$ cat src/lzt_pkg.sv
// Shared constants and controller/datapath handshake types for the LZ77 tokenizer.
`default_nettype none
package lzt_pkg;
  localparam int WINDOW_MAX = 1024;
  localparam int LOOKAHEAD_MAX = 16;
  localparam int HADDR_W = $clog2(WINDOW_MAX);
  localparam int WIN_W = 11;
  localparam int LA_W = 5;
  localparam int CFG_IDX_W = 2;
  localparam int CFG_DATA_W = 11;

  localparam logic [CFG_IDX_W-1:0] REG_WINDOW = 2'd0;
  localparam logic [CFG_IDX_W-1:0] REG_LOOKAHEAD = 2'd1;

  localparam logic [WIN_W-1:0] WIN_RESET = 11'd1024;
  localparam logic [LA_W-1:0] LA_RESET = 5'd16;

  // Commands from the controller to the datapath
  typedef struct packed {
    logic load_in;
    logic srch_init;
    logic cmp_step;
    logic emit;
    logic commit;
    logic clear;
  } lzt_cmd_t;

  // Status from the datapath to the controller
  typedef struct packed {
    logic need_token;
    logic last_pend;
    logic avail_zero;
    logic step_cont;
    logic d_one;
    logic out_busy;
    logic rem_one;
  } lzt_stat_t;
endpackage
`default_nettype wire

$ cat src/lzt_ctrl.sv
// Sequencer: input intake, window search, token emit and history commit.
`default_nettype none
module lzt_ctrl (
  input  wire logic              clk,
  input  wire logic              rst,
  input  wire logic              in_valid,
  output logic                   in_ready,
  input  wire lzt_pkg::lzt_stat_t stat,
  output lzt_pkg::lzt_cmd_t      cmd
);
  typedef enum logic [2:0] {
    S_IDLE, S_EVAL, S_START, S_RD, S_CMP, S_EMIT, S_COMMIT
  } state_t;

  state_t state;

  always_ff @(posedge clk) begin
    if (rst) begin
      state <= S_IDLE;
    end else begin
      case (state)
        S_IDLE:   if (in_valid) state <= S_EVAL;
        S_EVAL: begin
          if (stat.need_token) state <= S_START;
          else state <= S_IDLE;
        end
        S_START:  state <= stat.avail_zero ? S_EMIT : S_RD;
        S_RD:     state <= S_CMP;
        S_CMP: begin
          if (stat.step_cont || !stat.d_one) state <= S_RD;
          else state <= S_EMIT;
        end
        S_EMIT:   if (!stat.out_busy) state <= S_COMMIT;
        S_COMMIT: if (stat.rem_one) state <= S_EVAL;
        default:  state <= S_IDLE;
      endcase
    end
  end

  // Command decode
  always_comb begin
    cmd = '0;
    in_ready = (state == S_IDLE);
    cmd.load_in = (state == S_IDLE) && in_valid;
    cmd.srch_init = (state == S_START);
    cmd.cmp_step = (state == S_CMP);
    cmd.emit = (state == S_EMIT) && !stat.out_busy;
    cmd.commit = (state == S_COMMIT);
    cmd.clear = (state == S_EVAL) && !stat.need_token && stat.last_pend;
  end
endmodule
`default_nettype wire

$ cat config.mk
export PLATFORM = sky130hd
export DESIGN_NAME = lzt_ctrl
export DESIGN_NICKNAME = d
export VERILOG_FILES = /design/src/lzt_pkg.sv /design/src/lzt_ctrl.sv
export SDC_FILE = /design/constraint.sdc
export NUM_CORES = 1
export LEC_CHECK = 0
export ABC_CLOCK_PERIOD_IN_PS = 3250
export BUFFER_PORTS_ARGS = -buffer_cell sky130_fd_sc_hd__buf_2
export CORE_AREA = 2 2 39 41
export DETAILED_ROUTE_END_ITERATION = 10
export DIE_AREA = 0 0 41 43
export GPL_TIMING_DRIVEN = 0
export PLACE_DENSITY = 0.49
export SLEW_MARGIN = 10
export SYNTH_ARGS = -nofsm -noshare
export SYNTH_HDL_FRONTEND = slang
export SYNTH_SLANG_ARGS = --single-unit
$ cat constraint.sdc
create_clock -name clk -period 3.25 [get_ports clk]
set_input_delay 0 -clock clk [delete_from_list [all_inputs] [get_ports clk]]
set_output_delay 0 -clock clk [all_outputs]
set_load 0.01 [all_outputs]
# Word level (Yosys, flattened, before mapping)
# Index checks and enable logic that the tools add are counted.
[word_totals] reg_bits=3 elab_cells=27 in_bits=10
[classes] mux=7 n_eq_ne=9 reduce_logical=10
[op_table] cell="3-bit one-hot mux with 7 select lines" count=1
[op_table] cell="3-bit two-way mux" count=5
[op_table] cell="3-bit equality test, second input constant" count=3
[op_table] cell="3-bit by 2-bit equality test with 1-bit output, second input constant" count=2
[op_table] cell="2-bit inequality test, second input constant" count=3
[op_table] cell="1-bit logical AND" count=4
[op_table] cell="3-bit by 1-bit equality test with 1-bit output, second input constant" count=1
[op_table] cell="1-bit logical NOT" count=3
[op_table] cell="3-bit logical NOT" count=1
[op_table] cell="3-bit AND reduction" count=1
[op_table] cell="2-bit two-way mux" count=1
[op_table] cell="1-bit logical OR" count=1

# Longest topological paths before layout
# Gate-level depths: netlist of the first run.
[depth] ltp_word=4 ltp_mapped=4 ltp_nobuf=3

# Worst setup path after synthesis of the first run
# No wires, ideal clock.
[synth_path] kind="reg-to-reg" start="reg state[0]" end="reg state[2]" period_less_slack_ns=1.128 path_stages_with_launch=4 slack_ns=2.122 arrival_time_ns=0.993 setup_ns=0.135 required_ns=3.115 path_cell_list="dfxtp_1 buf_4 o41ai_2 o32ai_2"
[synth_via] elab_chain_cells=3 elab_cells_between_ends=12 cone_classes="9 x eq/ne; 1 x mux; 2 x reduce/logical"
[synth_lines] item="start: declaration" line_no="lzt_ctrl.sv:15" text="state_t state;"
[synth_lines] item="start signal: assignment" line_no="lzt_ctrl.sv:27" text="S_START: state <= stat.avail_zero ? S_EMIT : S_RD;"
[synth_lines] item="3-bit equality test / 3-bit logical NOT (equally long branches)" line_no="lzt_ctrl.sv:21" text="case (state)"
[synth_lines] item="2-bit inequality test (no line)"
[synth_lines] item="3-bit AND reduction (no line)"
# Parallel ways exist; a longest one is shown, timed or not.
# A chain may end at the register's enable or synchronous reset.

==> results_dict.tcl, run 1 <==
set metrics [dict create \
    critPathCaptureType "primary output" \
    yosysWarnings 0 \
    start_util_pct 23.8 \
    wire_per_inst_um 10.4 \
    leakagePower_nw 0.224 \
    grt-ovfl-total 0 \
    cts_buffer_depth 2 \
    crit_fanout 10 \
    drc 0 \
    status "complete, no violations" \
    port_buffers 16 \
    die_area_mm2 0.00176 \
    maxCapViolations 0 \
    insertion_delay_ps 230 \
    netlist.top_cell.by_area "dfxtp_1" \
    fin_tns_setup_ps 0 \
    htreeDepth 1 \
    vias 366 \
    track_usage_pct 11.6 \
    top_register "state" \
    grt_start_max_net_pins 11 \
    rows 14 \
    dr.pass1.iters 4 \
    largestRegisters "state x3" \
    worstPathArrival_ps 1300 \
    wl_um 822 \
    rr_startpoint "state[0]" \
    placed_cells 74 \
    slew_headroom_pct 71.3 \
    synth-seq-cells 3 \
    die_w_um 41 \
    path_class "reg2out" \
    pin_count 17 \
    viasPerCell 4.63 \
    avgSynthCellArea_um2 7.83 \
    cp-startpoint "state[0]" \
    yosysUniqueCellTypes 25 \
    holdCritPathClass "in2reg" \
    post_cts_buffers 0 \
    cp.required_ps 3250 \
    skew_ps 1.74 \
    clk_pin_slew_worst_paths_ps 40 \
    syn_to_final_growth_pct 41.4 \
    synth.cell_area_um2 329 \
    yosys-top-cells-area "dfxtp_1, nor2b_1, and2_1, nand2b_1, o22a_1" \
    gp_congestion 0.789 \
    slew_viol_final 0 \
    postRouteAntennaNets 0 \
    cts_sinks 3 \
    finalSetupViolCount 0 \
    drive_above_1_share_pct 41.3 \
    ys_seq_area_share_pct 18.3 \
    nets 74 \
    cts_tree "built" \
    synth_top_area_share_pct 18.3 \
    max-vdd-ir-drop_mv 0.171 \
    antenna_found_initial 0 \
    rsz0062_at_grt "false" \
    die_h_um 43 \
    antennaDiodeCount 0 \
    fmax_mhz 769 \
    numCtsBuffers 3 \
    worstHoldStart "in_valid" \
    grt_pass1_wl_um 1380 \
    syn-num-nets 52 \
    synthCells 42 \
    tightest_slew_ps 426 \
    cp-start-kind "register" \
    stdcell_count 79 \
    cts_root_buffer "clkbuf_4" \
    period_share_pct 40.0 \
    grt_pass1_vias 342 \
    drt_iter0_markers 3 \
    largest_reg_flops 3 \
    hold_viol 0 \
    core_mm2 0.00138 \
    power_density_mw_per_mm2 325 \
    hpwl_um 631 \
    min_period_ps 1300 \
    cts_resized 0 \
]
[cell families (layout without fill, tap and decap cells)]
group                  after synthesis  after routing  share of synthesized area [%]
buffers and inverters                4             25                           8.36
AND/OR/NAND/NOR                     26             26                           46.0
flip-flops                           3              3                           18.3
AO/OA/AOI/OAI                        9              9                           27.4
[path summary, 6_finish.rpt]
path	endpoint	slack (ps)	cells after the start
hold / removal	state[0]	80	3
setup / recovery	cmd[2]	1950	4
hold reg to reg	state[1]	650	3
setup reg to reg	state[2]	2000	3
[per-stage QoR]
| step | hold WS (ps) | power (mW) | utilization [%] | cell area [µm²] | setup WS, ps |
|---|---|---|---|---|---|
| after CTS | 64.6 | 0.157 | 33.6 | 465 | 1940 |
| after floorplan | 90.0 | 0.0712 | - | 329 | 2120 |
| after global placement | 258 | 0.0863 | 31.0 | 429 | 2000 |
| after detailed placement | 250 | 0.0866 | 31.0 | 429 | 2000 |
| final | 75.8 | 0.151 | 33.6 | 465 | 1950 |
| after global routing | 103 | 0.168 | 33.6 | 465 | 1820 |
[synthesized netlist by cell type]
master / n
or2_1: 1
buf_2: 1
nor2b_1: 4
a221oi_1: 1
dfxtp_1: 3
nand2b_1: 3
nor4b_2: 1
o32ai_1: 1
buf_6: 1
nand3_1: 2
a21boi_1: 1
buf_4: 1
inv_1: 1
o22a_1: 2
nor2_2: 1
o41ai_2: 1
nand2_1: 4
nor2_1: 4
and2_1: 3
and3b_1: 1
nor3_1: 1
o32ai_2: 1
a221o_1: 1
and2b_1: 1
o21ai_1: 1
[routing by layer]
layer | share of wire (%) | vias up | wire length [µm] | track usage (%)
li1 | - | 193 | - | -
met1 | 47 | 162 | 388 | 14.1
met2 | 45 | 11 | 373 | 16.9
met3 | 7.3 | 0 | 60 | 6.81
met4 | 0 | 0 | 0 | 3.33
met5 | 0 | - | 0 | 0
[timing repair]
action                                  4_1_cts  5_1_grt
hold buffers                                  1        0
endpoints found under the setup margin        0        0
hold endpoints to repair                      1        0
[placed cells by master, fill, tap and decap left out, types with 2 or more instances in the layout]
cell | netlist | layout
buf_2 | 1 | 17
nor2_1 | 4 | 4
nor2b_1 | 4 | 4
nand2_1 | 4 | 4
nand2b_1 | 3 | 3
and2_1 | 3 | 3
clkbuf_4 | 0 | 3
dfxtp_1 | 3 | 3
nand3_1 | 2 | 2
o22a_1 | 2 | 2
[worst max-delay path: stages, from the launching register on]
cell and delay (ps):
dfxtp_1 340, buf_4 180, nor2b_1 230, and3b_1 190
buf_2 120
[area by class of cell]
type	instances	area (µm²)
tap	16	20.0
sequential	3	60.1
buffer	3	23.8
timing repair buffer	17	90.1
clock buffer	4	26.3
multi-input combinational	35	241
inverter	1	3.75
fill	148	918
[where the power goes]
part	internal, mW	switching [mW]	total [mW]
Clock	0.0460	0.0189	0.0649
Combinational	0.0227	0.0225	0.0452
Sequential	0.0393	0.00200	0.0413
Total	0.108	0.0434	0.151
Power figures use the tool's default switching activity.
==> run 2, diff against run 1 <==
--- a/config.mk
+++ b/config.mk
@@ -5,13 +5,13 @@
 export SDC_FILE = /design/constraint.sdc
 export NUM_CORES = 1
 export LEC_CHECK = 0
-export ABC_CLOCK_PERIOD_IN_PS = 3250
+export ABC_CLOCK_PERIOD_IN_PS = 1100
 export BUFFER_PORTS_ARGS = -buffer_cell sky130_fd_sc_hd__buf_2
 export CORE_AREA = 2 2 39 41
 export DETAILED_ROUTE_END_ITERATION = 10
 export DIE_AREA = 0 0 41 43
 export GPL_TIMING_DRIVEN = 0
-export PLACE_DENSITY = 0.49
+export PLACE_DENSITY = 0.51
 export SLEW_MARGIN = 10
 export SYNTH_ARGS = -nofsm -noshare
 export SYNTH_HDL_FRONTEND = slang
==> constraint.sdc (replaced) <==
create_clock -name clk -period 1.1 [get_ports clk]
set_input_delay 0 -clock clk [delete_from_list [all_inputs] [get_ports clk]]
set_output_delay 0 -clock clk [all_outputs]
set_load 0.01 [all_outputs]
==> results_dict.tcl, run 2 (same netlist as run 1, synthesis figures left out) <==
set metrics [dict create \
    whs_ps 68.6 \
    viasPerCell 4.74 \
    placed_cells 74 \
    skew_ps 11.0 \
    tightest_slew_ps 316 \
    vias 398 \
    period_share_pct 107 \
    met3RoutedLength_um 45 \
    track_usage_pct 12.1 \
    power.total_uw 521 \
    violations "negative setup slack" \
    path_class "reg2out" \
    cts_buffer_depth 2 \
    drc 0 \
    grt_pass1_vias 316 \
    hold_viol 0 \
    cts_sinks 3 \
    core_mm2 0.00138 \
    grt-ovfl-total 0 \
    numCtsBuffers 3 \
    syn_to_final_growth_pct 75.3 \
    antennaDiodeCount 0 \
    dr.pass1.iters 4 \
    insertion_delay_ps 250 \
    cp.required_ps 1100 \
    gp_congestion 0.756 \
    die_w_um 41 \
    wire_per_inst_um 11.4 \
    status "finished with violations" \
    htreeDepth 1 \
    finalSetupViolCount 6 \
    power_density_mw_per_mm2 904 \
    largestRegisters "state x3" \
    pin_count 17 \
    cts_root_buffer "clkbuf_4" \
    leakagePower_nw 0.268 \
    crit_fanout 8 \
    grt_pass1_wl_um 1360 \
    fin_ws_ps -76.7 \
    postRouteAntennaNets 0 \
    rsz0062_at_grt "true" \
    die_h_um 43 \
    grt_start_max_net_pins 11 \
    hpwl_um 632 \
    slew_headroom_pct 78.9 \
    worstPathArrival_ps 1180 \
    top_register "state" \
    drt_iter0_markers 4 \
    die_area_mm2 0.00176 \
    stdcell_count 84 \
    nets 79 \
    drive_above_1_share_pct 55.9 \
    final_cell_mix "buf_2, nor2_1, nand2_1, buf_4" \
    wl_met1_um 407 \
    fin_util_pct 41.7 \
    max-vdd-ir-drop_mv 0.584 \
    wl_um 957 \
    clk_pin_slew_worst_paths_ps 30 \
    critPathCaptureType "primary output" \
    met2_length_um 478 \
    cts_tree "built" \
    dr.max_layer_used "met4" \
    cp-start-kind "register" \
    maxCapViolations 0 \
    start_util_pct 23.8 \
    rows 14 \
    largest_reg_flops 3 \
    fmax_mhz 850 \
    antenna_found_initial 0 \
    fin_tns_setup_ps -285 \
    min_period_ps 1180 \
    layout_commonest_cell "buf_2" \
    port_buffers 16 \
    holdCritPathClass "in2reg" \
    slew_viol_final 0 \
]
run 2: final timing paths:
check            from        to  slack, ps  cells past startpoint
max          state[0]    cmd[2]        -80                      4
min               rst  state[0]         70                      4
max reg2reg  state[0]  state[2]        -50                      4
min reg2reg  state[0]  state[1]        620                      3
run 2: layer usage:
| metal | global-route usage, % | vias up |
|---|---|---|
| li1 | - | 204 |
| met1 | 15.1 | 180 |
| met2 | 16.6 | 12 |
| met3 | 4.71 | 2 |
| met4 | 8.00 | 0 |
| met5 | 0 | - |
run 2: worst max-delay path, cell delays in order, from the launching register on:
cell and delay (ps):
dfxtp_2 340, buf_8 150, nor2b_4 170, and3b_1 150, buf_2 120
run 2: final cells by class:
| type | count | area, µm² |
|---|---|---|
| multi-input cells | 35 | 289 |
| well taps | 16 | 20.0 |
| plain buffers | 3 | 37.5 |
| clock buffers | 4 | 26.3 |
| flip-flops and latches | 3 | 68.8 |
| repair buffers | 22 | 131 |
| fillers | 150 | 807 |
| inverters | 1 | 3.75 |
run 2: power by group:
| part | internal, mW | switching [mW] | leakage [nW] |
|---|---|---|---|
| logic | 0.103 | 0.0831 | 0.227 |
| clock network | 0.137 | 0.0754 | 0.0150 |
| registers | 0.114 | 0.00847 | 0.0263 |
| total | 0.354 | 0.167 | 0.268 |
run 2: through the flow:
step                      setup WS [ps]  cell area (µm²)
after floorplan                   0.875              340
after global placement             -192              440
after detailed placement           -148              440
after CTS                         -72.8              542
after global routing               -151              577
final                             -76.7              577
run 2: what timing repair did:
item / in CTS / in global routing
endpoints found under the setup margin: 10 / 10
pin swaps: 4 / 7
cloned: 1 / 0
resized for setup: 13 / 5
endpoints found under the hold margin: 0 / 1
buffers inserted: 4 / 0
hold buffers: 0 / 1
==> run 3, diff against run 2 <==
--- a/config.mk
+++ b/config.mk
@@ -12,6 +12,7 @@
 export DIE_AREA = 0 0 41 43
 export GPL_TIMING_DRIVEN = 0
 export PLACE_DENSITY = 0.51
+export SETUP_SLACK_MARGIN = 0.15
 export SLEW_MARGIN = 10
 export SYNTH_ARGS = -nofsm -noshare
 export SYNTH_HDL_FRONTEND = slang
==> results_dict.tcl, run 3 (same netlist as run 1, synthesis figures left out) <==
set metrics [dict create \
    status "finished with violations" \
    violations "negative setup slack" \
    vias 369 \
    finalSetupViolCount 6 \
    rows 14 \
    power.total_uw 517 \
    cp.required_ps 1190 \
    switchingPower_uw 149 \
    leakagePower_nw 0.274 \
    grt_pass1_vias 319 \
    clk_pin_slew_worst_paths_ps 40 \
    drc 0 \
    min_period_ps 1190 \
    drt_iter0_markers 4 \
    hold_viol 0 \
    cts_sinks 3 \
    crit_fanout 5 \
    dr.pass1.iters 3 \
    top_register "state" \
    cp-start-kind "register" \
    grt-ovfl-total 0 \
    cp_cell_sequence "buf_8, o41ai_4, o32ai_2" \
    insertion_delay_ps 230 \
    largestRegisters "state x3" \
    antenna_found_initial 0 \
    wl_um 942 \
    numCtsBuffers 3 \
    die_w_um 41 \
    fillCellCount 149 \
    drive_above_1_share_pct 58.2 \
    combinationalPowerShare_pct 39.1 \
    power_density_mw_per_mm2 863 \
    syn_to_final_growth_pct 82.1 \
    skew_ps 5.22 \
    tightest_slew_ps 362 \
    cts_tree "built" \
    maxCapViolations 0 \
    die_h_um 43 \
    antennaDiodeCount 0 \
    die_area_mm2 0.00176 \
    regArea_um2 68.8 \
    wire_per_inst_um 11.3 \
    path_class "reg2reg" \
    layout_commonest_cell "buf_2" \
    seq_power_share_pct 24.4 \
    p_sw_share_pct 28.8 \
    grt_pass1_wl_um 1380 \
    fmax_mhz 844 \
    slowest_stage "o41ai_4" \
    multi_input_area_um2 295 \
    cts_buffer_depth 2 \
    largest_reg_flops 3 \
    hpwl_um 654 \
    critPathCaptureType "register" \
    gp_congestion 0.640 \
    cpPeakStageDelay_ps 420 \
    final_cell_mix "buf_2, nor2_1, nand2_1" \
    rsz0062_at_grt "true" \
    slew_viol_final 0 \
    fin_ws_ps -85.0 \
    track_usage_pct 11.2 \
    power.internal_uw 368 \
    core_mm2 0.00138 \
    dp_slack_ps -149 \
    worstPathArrival_ps 1280 \
    cts_root_buffer "clkbuf_4" \
    port_buffers 16 \
    period_share_pct 108 \
    pin_count 17 \
    holdCritPathClass "in2reg" \
    postRouteAntennaNets 0 \
    grt_start_max_net_pins 11 \
    htreeDepth 1 \
    slew_headroom_pct 75.8 \
    viasPerCell 4.45 \
    nets 78 \
    start_util_pct 23.8 \
    max-vdd-ir-drop_mv 0.550 \
    p_clk_share_pct 36.5 \
]
run 3: timing repair:
item                       4_1_cts  5_1_grt
buffers inserted                 2        1
gates cloned                     1        1
pin swaps                        0        2
hold buffers                     0        0
resized for setup                9        3
setup endpoints to repair       10       10
run 3: per-layer routing:
layer / global-route usage [%] / share of wire [%] / routed length, µm / vias up
met1: 17.4 / 45 / 424 / 159
met2: 15.3 / 49 / 462 / 10
met4: 4.00 / 0 / 0 / 0
li1: - / - / - / 200
met5: 0 / 0 / 0 / -
met3: 1.57 / 5.8 / 55 / 0
run 3: final cells by class:
class,count,area share [%]
well taps,16,3.34
multi-input cells,35,49.3
clock buffers,4,4.38
repair buffers,21,24.6
flip-flops and latches,3,11.5
inverters,1,0.626
plain buffers,3,6.26
run 3: critical path: cells and delay by family (launching register included):
kind | cells | cell delay [ps]
buffers and inverters | 1 | 130
AOI/OAI and AO/OA | 2 | 570
DFF | 1 | 350
run 3: final timing paths:
path	start	to	slack, ps	cells after the start
setup / recovery	state[0]	state[2]	-90	3
hold / removal	stat[0]	state[1]	20	2
setup reg to reg	state[0]	state[2]	-90	3
hold reg to reg	state[0]	state[1]	650	3
run 3: stage by stage:
step	hold WS, ps	instance area, µm²	instances	TNS (ps)	utilization, %
after floorplan	90.0	354	42	0	-
after global placement	272	454	74	-257	32.8
after detailed placement	256	454	74	-204	32.8
after CTS	10.5	549	81	-320	39.7
after global routing	23.5	599	83	-864	43.3
final	18.0	599	83	-329	43.3
run 3: power by group through the flow:
| stage | clock network, mW | registers [mW] | logic [mW] |
|---|---|---|---|
| after detailed placement | 0 | 0.126 | 0.146 |
| after global routing | 0.202 | 0.128 | 0.219 |
| after global placement | 0 | 0.126 | 0.146 |
| after floorplan | 0 | 0.125 | 0.0996 |
| after CTS | 0.197 | 0.124 | 0.173 |
| final | 0.189 | 0.126 | 0.202 |
